[src/design/cbt_pkg.sv]
`timescale 1ns / 1ps

package cbt_pkg;

  // Field widths
  localparam int CLK_W   = 32;
  localparam int RATE_W  = 20;
  localparam int WORD_W  = 23;
  localparam int PRESC_W = 10;
  localparam int SEG1_W  = 4;
  localparam int SEG2_W  = 3;

  // Quanta search: counts MAX_QUANTA, MAX_QUANTA-2, ... down to the smallest usable (4)
  localparam int MAX_QUANTA = 24;
  localparam int MIN_QUANTA = 4;
  localparam int NT_W       = 5;
  localparam int NUM_LANES  = (MAX_QUANTA - MIN_QUANTA) / 2 + 1;

  // Divider bit counter
  localparam int CNT_W = $clog2(CLK_W);

  localparam logic [PRESC_W-1:0] PRESC_MAX = {PRESC_W{1'b1}};
  localparam logic [SEG1_W-1:0]  SEG1_MAX  = {SEG1_W{1'b1}};
  localparam logic [SEG2_W-1:0]  SEG2_MAX  = {SEG2_W{1'b1}};
  localparam logic [1:0]         SJW_CODE  = 2'd3;
  localparam int                 SJW_POS   = 14;
  localparam int                 SEG1_POS  = 16;
  localparam int                 SEG2_POS  = 20;

  typedef struct packed {
    logic [CLK_W-1:0]  peripheral_clock;
    logic [RATE_W-1:0] bit_rate;
  } cbt_in_t;

  typedef struct packed {
    logic [WORD_W-1:0]  btr_word;
    logic [PRESC_W-1:0] prescaler;
    logic [SEG1_W-1:0]  segment_one;
    logic [SEG2_W-1:0]  segment_two;
    logic               found;
    logic               prescaler_overflow;
  } cbt_out_t;

  typedef enum logic [2:0] {
    ST_IDLE,
    ST_DIV1,
    ST_PICK,
    ST_DIV2,
    ST_DONE
  } cbt_state_t;

  // Controller to datapath commands
  typedef struct packed {
    logic load;       // capture operands, start budget division
    logic div_step;   // one restoring division step
    logic lane_step;  // feed new quotient bit into the divisibility lanes
    logic pick;       // choose quanta count, start prescaler division
    logic finish;     // register the result beat
  } cbt_cmd_t;

  // Quanta count handled by lane k
  function automatic logic [NT_W-1:0] lane_nt(input int k);
    lane_nt = NT_W'(MAX_QUANTA - 2 * k);
  endfunction

  // floor(n/3) for n below 32 via multiply by 11/32
  function automatic logic [NT_W-1:0] third_of(input logic [NT_W-1:0] n);
    logic [NT_W+3:0] prod;
    prod     = {4'd0, n} * (NT_W + 4)'(11);
    third_of = {1'b0, prod[NT_W+3:5]};
  endfunction

  // Segment one code: n - n/3 - 1 with n = nt - 1, saturated
  function automatic logic [SEG1_W-1:0] seg_one(input logic [NT_W-1:0] nt);
    logic [NT_W-1:0] n;
    logic [NT_W-1:0] s;
    n = nt - NT_W'(1);
    s = n - third_of(n) - NT_W'(1);
    seg_one = (s > NT_W'(SEG1_MAX)) ? SEG1_MAX : s[SEG1_W-1:0];
  endfunction

  // Segment two code: n/3 - 1 with n = nt - 1, saturated
  function automatic logic [SEG2_W-1:0] seg_two(input logic [NT_W-1:0] nt);
    logic [NT_W-1:0] n;
    logic [NT_W-1:0] s;
    n = nt - NT_W'(1);
    s = third_of(n) - NT_W'(1);
    seg_two = (s > NT_W'(SEG2_MAX)) ? SEG2_MAX : s[SEG2_W-1:0];
  endfunction

endpackage

[src/design/cbt_ctrl.sv]
`timescale 1ns / 1ps

module cbt_ctrl (
  input  logic              clk,
  input  logic              rst_n,
  input  logic              start,
  output logic              busy,
  output cbt_pkg::cbt_cmd_t cmd
);

  cbt_pkg::cbt_state_t          state_r, state_nxt;
  logic [cbt_pkg::CNT_W-1:0]    cnt_r, cnt_nxt;

  // State and bit counter
  always_ff @(posedge clk) begin
    if (!rst_n) begin
      state_r <= cbt_pkg::ST_IDLE;
      cnt_r   <= '0;
    end else begin
      state_r <= state_nxt;
      cnt_r   <= cnt_nxt;
    end
  end

  // Next state and commands
  always_comb begin
    state_nxt = state_r;
    cnt_nxt   = cnt_r;
    cmd       = '0;
    busy      = 1'b1;
    unique case (state_r)
      cbt_pkg::ST_IDLE: begin
        busy = 1'b0;
        if (start) begin
          cmd.load  = 1'b1;
          cnt_nxt   = '0;
          state_nxt = cbt_pkg::ST_DIV1;
        end
      end
      cbt_pkg::ST_DIV1: begin
        cmd.div_step  = 1'b1;
        cmd.lane_step = 1'b1;
        cnt_nxt       = cnt_r + 1'b1;
        if (cnt_r == cbt_pkg::CNT_W'(cbt_pkg::CLK_W - 1)) begin
          state_nxt = cbt_pkg::ST_PICK;
        end
      end
      cbt_pkg::ST_PICK: begin
        cmd.pick  = 1'b1;
        cnt_nxt   = '0;
        state_nxt = cbt_pkg::ST_DIV2;
      end
      cbt_pkg::ST_DIV2: begin
        cmd.div_step = 1'b1;
        cnt_nxt      = cnt_r + 1'b1;
        if (cnt_r == cbt_pkg::CNT_W'(cbt_pkg::CLK_W - 1)) begin
          state_nxt = cbt_pkg::ST_DONE;
        end
      end
      cbt_pkg::ST_DONE: begin
        cmd.finish = 1'b1;
        state_nxt  = cbt_pkg::ST_IDLE;
      end
      default: begin
        state_nxt = cbt_pkg::ST_IDLE;
      end
    endcase
  end

endmodule

[src/design/cbt_datapath.sv]
`timescale 1ns / 1ps

module cbt_datapath (
  input  logic              clk,
  input  logic              rst_n,
  input  cbt_pkg::cbt_cmd_t cmd,
  input  cbt_pkg::cbt_in_t  in_data,
  output logic              out_valid,
  output cbt_pkg::cbt_out_t out_data
);

  localparam int RW = cbt_pkg::RATE_W + 1;

  // Divider registers: dividend shifts out MSB first, quotient shifts in LSB
  logic [cbt_pkg::CLK_W-1:0]  dvd_r;
  logic [RW-1:0]              rem_r;
  logic [cbt_pkg::RATE_W-1:0] dvs_r;
  logic                       rate_zero_r;
  logic                       budget_nz_r;
  logic [cbt_pkg::NT_W-1:0]   lane_rem_r [cbt_pkg::NUM_LANES];
  logic [cbt_pkg::NT_W-1:0]   hit_r;
  logic                       found_r;
  logic                       out_valid_r;
  cbt_pkg::cbt_out_t          out_r;

  logic [RW-1:0]              rem_sh;
  logic                       qbit;
  logic [RW-1:0]              rem_step;
  logic [cbt_pkg::NT_W-1:0]   hit_sel;
  logic                       any_hit;
  logic [cbt_pkg::CLK_W-1:0]  q_m1;
  logic                       ovf;
  logic [cbt_pkg::PRESC_W-1:0] presc;
  logic [cbt_pkg::SEG1_W-1:0] s1;
  logic [cbt_pkg::SEG2_W-1:0] s2;
  cbt_pkg::cbt_out_t          res;

  // Restoring division step
  always_comb begin
    rem_sh   = {rem_r[RW-2:0], dvd_r[cbt_pkg::CLK_W-1]};
    qbit     = (rem_sh >= {1'b0, dvs_r});
    rem_step = qbit ? (rem_sh - {1'b0, dvs_r}) : rem_sh;
  end

  // First zero remainder from the largest quanta count down
  always_comb begin
    hit_sel = '0;
    any_hit = 1'b0;
    for (int k = cbt_pkg::NUM_LANES - 1; k >= 0; k--) begin
      if (lane_rem_r[k] == '0) begin
        hit_sel = cbt_pkg::lane_nt(k);
        any_hit = 1'b1;
      end
    end
  end

  // Result formation from prescaler quotient and chosen count
  always_comb begin
    q_m1  = dvd_r - cbt_pkg::CLK_W'(1);
    ovf   = (q_m1 > cbt_pkg::CLK_W'(cbt_pkg::PRESC_MAX));
    presc = ovf ? cbt_pkg::PRESC_MAX : q_m1[cbt_pkg::PRESC_W-1:0];
    s1    = cbt_pkg::seg_one(hit_r);
    s2    = cbt_pkg::seg_two(hit_r);
    res   = '0;
    if (found_r) begin
      res.prescaler          = presc;
      res.segment_one        = s1;
      res.segment_two        = s2;
      res.found              = 1'b1;
      res.prescaler_overflow = ovf;
      res.btr_word           = (cbt_pkg::WORD_W'(s2) << cbt_pkg::SEG2_POS)
                             | (cbt_pkg::WORD_W'(s1) << cbt_pkg::SEG1_POS)
                             | (cbt_pkg::WORD_W'(cbt_pkg::SJW_CODE) << cbt_pkg::SJW_POS)
                             | cbt_pkg::WORD_W'(presc);
    end
  end

  // Divider, lanes and selection
  always_ff @(posedge clk) begin
    if (cmd.load) begin
      dvd_r       <= in_data.peripheral_clock;
      dvs_r       <= in_data.bit_rate;
      rem_r       <= '0;
      rate_zero_r <= (in_data.bit_rate == '0);
      budget_nz_r <= 1'b0;
      for (int k = 0; k < cbt_pkg::NUM_LANES; k++) begin
        lane_rem_r[k] <= '0;
      end
    end else if (cmd.pick) begin
      // budget stays in dvd_r as the new dividend
      rem_r   <= '0;
      dvs_r   <= cbt_pkg::RATE_W'(hit_sel);
      hit_r   <= hit_sel;
      found_r <= any_hit && budget_nz_r && !rate_zero_r;
    end else if (cmd.div_step) begin
      dvd_r <= {dvd_r[cbt_pkg::CLK_W-2:0], qbit};
      rem_r <= rem_step;
      if (cmd.lane_step) begin
        budget_nz_r <= budget_nz_r | qbit;
        // budget mod nt, one quotient bit a cycle
        for (int k = 0; k < cbt_pkg::NUM_LANES; k++) begin
          if ({lane_rem_r[k], qbit} >= {1'b0, cbt_pkg::lane_nt(k)}) begin
            lane_rem_r[k] <= cbt_pkg::NT_W'({lane_rem_r[k], qbit}
                                            - {1'b0, cbt_pkg::lane_nt(k)});
          end else begin
            lane_rem_r[k] <= cbt_pkg::NT_W'({lane_rem_r[k], qbit});
          end
        end
      end
    end
  end

  // Result beat register
  always_ff @(posedge clk) begin
    if (cmd.finish) begin
      out_r <= res;
    end
  end

  always_ff @(posedge clk) begin
    if (!rst_n) begin
      out_valid_r <= 1'b0;
    end else begin
      out_valid_r <= cmd.finish;
    end
  end

  assign out_valid = out_valid_r;
  assign out_data  = out_r;

endmodule

[src/design/can_bit_timing_calc_core.sv]
`timescale 1ns / 1ps

// CAN bit timing calculator. Pulse start while busy is low with the peripheral
// clock and bitrate on in_data; busy then stays high while a bit-serial divider
// forms clock / bitrate (while eleven mod-nt lanes test every even quanta count
// from 24 down to 4 on the same quotient bits), the count is chosen, the
// divider forms the prescaler and the result is registered. The result beat is
// on out_data for exactly one cycle with out_valid high, the first cycle in
// which busy is low again; the receiver cannot stall it, so it must be captured
// in that cycle.

module can_bit_timing_calc_core (
  input  logic              clk,
  input  logic              rst_n,
  input  logic              start,
  output logic              busy,
  input  cbt_pkg::cbt_in_t  in_data,
  output logic              out_valid,
  output cbt_pkg::cbt_out_t out_data
);

  cbt_pkg::cbt_cmd_t cmd;

  // Sequencer
  cbt_ctrl u_ctrl (
    .clk   (clk),
    .rst_n (rst_n),
    .start (start),
    .busy  (busy),
    .cmd   (cmd)
  );

  // Divider, divisibility lanes and result register
  cbt_datapath u_dp (
    .clk       (clk),
    .rst_n     (rst_n),
    .cmd       (cmd),
    .in_data   (in_data),
    .out_valid (out_valid),
    .out_data  (out_data)
  );

endmodule

[config.mk]
export PLATFORM = sky130hd
export DESIGN_NAME = can_bit_timing_calc_core
export DESIGN_NICKNAME = d
export VERILOG_FILES = /design/src/design/cbt_pkg.sv /design/src/design/cbt_ctrl.sv /design/src/design/cbt_datapath.sv /design/src/design/can_bit_timing_calc_core.sv
export SDC_FILE = /design/constraint.sdc
export NUM_CORES = 1
export LEC_CHECK = 0
export BUFFER_PORTS_ARGS = -buffer_cell sky130_fd_sc_hd__buf_2
export CAP_MARGIN = 40
export CORE_MARGIN = 5
export CORE_UTILIZATION = 60
export CTS_CLUSTER_SIZE = 25
export DETAILED_ROUTE_END_ITERATION = 16
export PLACE_DENSITY = 0.9
export SYNTH_ARGS = -nofsm -noshare
export SYNTH_HDL_FRONTEND = slang
export SYNTH_SLANG_ARGS = --single-unit
export TNS_END_PERCENT = 100
[constraint.sdc]
create_clock -name clk -period 11.3 [get_ports clk]
set_input_delay 1.13 -clock clk [delete_from_list [all_inputs] [get_ports clk]]
set_output_delay 1.13 -clock clk [all_outputs]
set_load 0.005 [all_outputs]
Word-level counts from Yosys, hierarchy flattened
Memory sizes are Yosys's and may differ from the RTL's.
Index checks and enable logic that the tools add are counted.

cells by class
  mux-type cells = 201
  $lt $le $gt $ge = 15
  add/sub/neg operators = 18
  eq/ne operators = 9
  bitwise logic cells = 27
  multiply operators = 1
  reductions and logical operators = 26

operators by type and width
  kind                   count
  $mux 5                 33
  $mux 1                 152
  $mux 32                3
  $mux 20                3
  $logic_not 5->1        11
  $gt 32x10->1 const B   1
  $sub 32x1->32 const B  1
  $ge 6x5->1 const B     5
  $sub 5x5->5 const B    5
  $ge 6x4->1 const B     4
  $or 1x1->1             23
  $or 23x10->23          1
  $or 23x20->23          1
  $ge 21x20->1           1
  $logic_not 20->1       1
  $sub 20x20->20         1
  $sub 5x4->5 const B    4
  $mux 3                 5
  $pmux 5 s3             1
  $ge 6x3->1 const B     2
  $pmux 3 s4             1
  $mux 10                1
  $sub 5x1->5 const B    2
  $sub 5x3->5 const B    2
  23 further kinds       33

word-level totals
  word-level logic and storage cells = 314
  RAM bits = 55
  flip-flop bits (word level) = 131
  memories = 1

memories
  memory           words  width  rd ports  clocked after Yosys merged registers in  write ports  RTL line            text
  u_dp.lane_rem_r  11     5      11        0                                        11           cbt_datapath.sv:20  logic [cbt_pkg::NT_W-1:0] lane_rem_r [cbt_pkg::NUM_LANES];

Logic depth before layout (Yosys ltp)
An unclocked memory read counts as a cell.

  depth after elaboration = 15
  mapped depth = 16

Hierarchy
A second synthesis with hierarchy kept.

second synthesis, totals
  cell total of the unflattened synthesis = 983
  area total of the unflattened synthesis = 9,967.1 µm²

modules (own cells, without submodules)
  module        sequential area each (µm²)  instances  cells each  area each (µm²)
  cbt_datapath  4,434.3                     1          935         9,551.7
  cbt_ctrl      160.2                       1          48          415.4

Worst setup path after synthesis
OpenSTA, ideal clock, no wires.

  path kind = flip-flop to flip-flop
  from = register u_dp.hit_r[1] (netlist bit)
  to = register u_dp.out_r, in the netlist u_dp.out_data[5], data pin
  cell stages (with the launch flop) = 17
  path slack = 7,307 ps
  arrival = 3,721 ps
  path buffers = 0
  cell sequence = edfxtp_1 inv_1 ha_1 xor2_1 ha_1 fa_1 ha_1 o21ai_0 o21bai_1 xor2_1 xnor2_1 ha_1 a21oi_1 o22ai_1 a21oi_1 xnor2_1 a21oi_1

between the ends
  longest elaborated chain between the ends = 6

RTL lines
  element                   RTL line             text
  start: declaration        cbt_datapath.sv:21   logic [cbt_pkg::NT_W-1:0] hit_r;
  start signal: assignment  cbt_datapath.sv:93   hit_r <= hit_sel;
  $sub 5x1->5 *             cbt_pkg.sv:77        n = nt - NT_W'(1);
  $mul 5x4->9               cbt_pkg.sv:69        prod = {4'd0, n} * (NT_W + 4)'(11);
  $sub 5x4->5 *             cbt_pkg.sv:78        s = n - third_of(n) - NT_W'(1);
  $sub 5x1->5 *             cbt_pkg.sv:78
  $gt 5x4->1                cbt_pkg.sv:79        seg_one = (s > NT_W'(SEG1_MAX)) ? SEG1_MAX : s[SEG1_W-1:0];
  $mux 4 *                  cbt_pkg.sv:79
  end signal: assignment    cbt_datapath.sv:116  out_r <= res;
  end: declaration          cbt_datapath.sv:24   cbt_pkg::cbt_out_t out_r;

Every way passes the cells marked *; elsewhere a longest branch is shown, timed or not.
A chain may end at the register's enable or synchronous reset.

Worst setup path in the final report
Ends and elaborated chain as after synthesis.

==> metrics.md <==
| Metric | Value |
|---|---|
| Clock tree from TritonCTS | yes |
| Post-CTS Setup Inserts | 0 |
| Clock Power Share | 30.4% |
| Final setup violation count | 0 |
| CTS max path bufs | 2 |
| Row count | 47 |
| Start of the worst register-to-register path | u_dp.hit_r[1]$_DFFE_PP_ |
| Placer Congestion | 0.904 |
| Avg Cell Area, Syn | 9.68 sq um |
| Worst-case reg-to-reg path depth | 15 |
| Setup TNS | 0 ps |
| Max Cap Viol | 0 |
| Sw frac | 33.9% |
| Setup Crit Path Kind | flop to flop |
| Per-cell via count in the routed design | 5.99 |
| Starting Density | 60.5% |
| I/O pin count | 99 |
| Wire length of the first global-routing pass | 37300 um |
| Fill cell count | 1211 |
| Starting DRC count in detailed routing | 705 |
| FF-to-FF setup slack | 6720 ps |
| Pwr/cell area | 174 nW/um^2 |
| Remaining design rule violation count | 0 |
| Largest vdd supply drop | 0.128 mV |
| Number of enable-type register cells in the synthesized netlist | 133 |
| Met3 demand-to-capacity share in global routing | 3.73% |
| Post-CTS Hold Buffers | 0 |
| Number of port buffers | 94 |
| Required time worst endpoint | 11470 ps |
| Switching power summed over all nets | 0.000653 W |
| Setup repair after global routing missed its margin | false |
| Met1 capacity usage during global routing | 29.5% |
| Largest net degree at the start of global routing | 50 |
| Pins Over Slew Limit | 0 |
| Rel. slew slack | 40.0% |
| Worst Hold Class | flop to flop |
| Number of synthesized register bits | 163 |
| Final period util | 40.5% |
| Top_reg_cell synth | sky130_fd_sc_hd__edfxtp_1 |
| TritonCTS Buffers | 17 |
| Placement Setup Slack | 6820 ps |
| Routed wire length per instance | 17.0 um |
| Total global routing track utilization | 23.4% |
| Capturing element type of the critical path | flop |
| Root Buffer Master | sky130_fd_sc_hd__clkbuf_16 |
| Number of nets in the layout | 1207 |
| Pre-antenna DRT Iters | 7 |
| Synthesized instance count | 1021 |
| Number of vias in the routed layout | 7931 |
| Setup slack after layout | 6720 ps |
| Portion of total power attributed to combinational logic | 27.4% |
| Peak Freq | 218 MHz |
| Highest-count cells in the layout ignoring fill and taps | sky130_fd_sc_hd__nand2_1 (146), sky130_fd_sc_hd__edfxtp_1 (133), sky130_fd_sc_hd__buf_2 (94) |
| P_int | 0.00127 W |
| H-Tree Depth | 4 |
| Number of synthesis warnings | 0 |
| Die height | 138 um |
| Final setup skew | 9.91 ps |
| Ratio of cells with drive above 1 in the final layout | 15.5% |
| Final Hold Violating Endpoints | 0 |
| Sequential-to-total area share from yosys stat | 46.5% |
| Area of the core | 16300 sq um |
| Die area | 19100 sq um |
| DP HPWL | 15300 um |
| Routing layer with the top usage in global route | met2 |
| Result of the run | finished clean |
| Part of the power in registers | 42.3% |
| CP max FO | 6 |
| Reg clk slew, reported paths | 70 ps |
| Synth async-reset ratio | 0% |
| Leakage dissipation | 4.65 nW |
| Count of distinct cell types in the synthesized netlist | 81 |
| Met2 Use GR | 40.6% |
| Most common library cell in the layout ignoring fill and taps | sky130_fd_sc_hd__nand2_1 |
| Total length of routed wires | 22600 um |
| Cts repair resizes | 0 |
| Initial antenna violation count | 0 |
| Endpoint of the worst register-to-register path | u_dp.out_data[5]$_SDFFCE_PN0P_ |
| Skew-Pair Late Insertion Delay | 440 ps |
| Transition time at the pin with the least slew margin | 888 ps |
| Startpoint class of the critical path | flop |
| Horizontal die dimension | 138 um |
| Tmin final | 4580 ps |
| CTS Sinks | 163 |
| Overall overflow remaining after global route | 0 |
| Layout overhead on the synthesized area | 11.8% |
| Data arrival at the endpoint of the critical path | 4750 ps |
| Critical Path Sink | u_dp.out_data[5]$_SDFFCE_PN0P_ |
| Number of global-route vias before repair | 7648 |
| Crit path launch | u_dp.hit_r[1]$_DFFE_PP_ |
| Cell area after technology mapping | 9880 sq um |
| Count of antenna diodes in the layout | 0 |
| Final core utilization | 67.6% |
| Routed Antenna Nets | 0 |
-- cells by family (layout without fill, tap and decap cells) --
kind of cell,count (synthesis),after routing,synth area share (%)
adder cells (fa/ha/maj),61,61,7.87
flip-flops,163,163,46.5
multiplexers,22,22,2.29
other,1,4,0.0379
AO/OA/AOI/OAI,213,213,13.6
AND/OR/NAND/NOR,405,405,20.6
XOR/XNOR,43,43,3.81
buffers and inverters,113,193,5.36
-- worst min path at each step --
| stage | from | end | slack [ps] | cells past startpoint |
|---|---|---|---|---|
| global route | u_dp.budget_nz_r$_SDFFE_PP0P_ | u_dp.budget_nz_r$_SDFFE_PP0P_ | 490 | 1 |
| global placement | u_dp.budget_nz_r$_SDFFE_PP0P_ | u_dp.budget_nz_r$_SDFFE_PP0P_ | 450 | 1 |
| detailed placement | u_dp.budget_nz_r$_SDFFE_PP0P_ | u_dp.budget_nz_r$_SDFFE_PP0P_ | 450 | 1 |
| finish | u_dp.budget_nz_r$_SDFFE_PP0P_ | u_dp.budget_nz_r$_SDFFE_PP0P_ | 480 | 1 |
| CTS | u_dp.budget_nz_r$_SDFFE_PP0P_ | u_dp.budget_nz_r$_SDFFE_PP0P_ | 470 | 1 |
| floorplan | u_dp.budget_nz_r$_SDFFE_PP0P_ | u_dp.budget_nz_r$_SDFFE_PP0P_ | 420 | 1 |
-- metal layers --
metal / up-vias / part of all wire [%]
li1: 3801 / -
met1: 3716 / 40
met2: 353 / 50
met3: 61 / 6.4
met4: 0 / 3.1
met5: - / 0
-- power groups by stage --
stage | clock network (W) | logic, W | registers (W)
6_report | 0.000584 | 0.000527 | 0.000813
5_1_grt | 0.000615 | 0.000580 | 0.000821
4_1_cts | 0.000586 | 0.000517 | 0.000811
3_5_place_dp | 0 | 0.000502 | 0.000822
3_3_place_gp | 0 | 0.000472 | 0.000817
2_1_floorplan | 0 | 0.000390 | 0.000803
-- worst max-delay path: stages, from the launching register on --
cell and delay (ps):
sky130_fd_sc_hd__edfxtp_1 440, sky130_fd_sc_hd__inv_1 220, sky130_fd_sc_hd__ha_1 230, sky130_fd_sc_hd__xor2_1 330, sky130_fd_sc_hd__ha_1 320, sky130_fd_sc_hd__fa_1 490
sky130_fd_sc_hd__ha_1 250, sky130_fd_sc_hd__a211oi_1 240, sky130_fd_sc_hd__o21bai_1 180, sky130_fd_sc_hd__nand2_1 100, sky130_fd_sc_hd__nor2_1 40, sky130_fd_sc_hd__a211oi_1 590
sky130_fd_sc_hd__ha_1 370, sky130_fd_sc_hd__a21oi_1 180, sky130_fd_sc_hd__xnor2_1 220, sky130_fd_sc_hd__a21oi_1 110
-- area by class of cell --
cell class	instances	area [sq um]	area share [%]
well taps	220	275	2.49
inverters	55	206	1.87
clock buffers	17	425	3.85
flip-flops and latches	163	4590	41.6
multi-input cells	748	4780	43.3
repair buffers	106	601	5.44
clock inverters	15	165	1.49
-- cells in the mapped netlist, types with 6 or more instances --
master	instances	area [sq um]
sky130_fd_sc_hd__buf_4	23	173
sky130_fd_sc_hd__nor3b_1	14	105
sky130_fd_sc_hd__buf_1	6	22.5
sky130_fd_sc_hd__edfxtp_1	133	3990
sky130_fd_sc_hd__a21o_1	10	75.1
sky130_fd_sc_hd__nand3_1	14	70.1
sky130_fd_sc_hd__nor4_1	12	75.1
sky130_fd_sc_hd__xnor2_1	23	201
sky130_fd_sc_hd__mux2i_1	17	170
sky130_fd_sc_hd__a21oi_1	72	360
sky130_fd_sc_hd__a31oi_1	9	56.3
sky130_fd_sc_hd__nor2b_1	10	62.6
sky130_fd_sc_hd__clkbuf_1	24	90.1
sky130_fd_sc_hd__or3_1	7	43.8
sky130_fd_sc_hd__o21ai_0	54	270
sky130_fd_sc_hd__a211oi_1	9	67.6
sky130_fd_sc_hd__nand2b_1	7	43.8
sky130_fd_sc_hd__and3_1	22	138
sky130_fd_sc_hd__and2_1	13	81.3
sky130_fd_sc_hd__nand2_1	146	548
sky130_fd_sc_hd__nor3_1	28	140
sky130_fd_sc_hd__dfxtp_1	30	601
sky130_fd_sc_hd__ha_1	59	738
sky130_fd_sc_hd__nor2_1	88	330
sky130_fd_sc_hd__xor2_1	20	175
sky130_fd_sc_hd__inv_1	54	203
sky130_fd_sc_hd__nand4_1	7	43.8
sky130_fd_sc_hd__o21a_1	12	90.1
-- flip-flops by register name (all words and copies together) (netlist names), 3 cells and up --
| name | count |
|---|---|
| u_ctrl.cnt_r | 5 |
| u_ctrl.state_r | 3 |
| u_dp.dvd_r | 32 |
| u_dp.dvs_r | 20 |
| u_dp.hit_r | 4 |
| u_dp.lane_rem_r | 55 |
| u_dp.out_data | 20 |
| u_dp.rem_r | 20 |
-- stage by stage --
stage          instance area [sq um]  hold WS [ps]  cells  total power (W)
2_1_floorplan                   9890           418   1024          0.00119
3_3_place_gp                   10400           448   1290          0.00129
3_5_place_dp                   10400           449   1291          0.00132
4_1_cts                        11000           471   1323          0.00191
5_1_grt                        11000           493   1324          0.00202
6_report                       11000           479   1324          0.00192
Power figures use the tool's default switching activity.
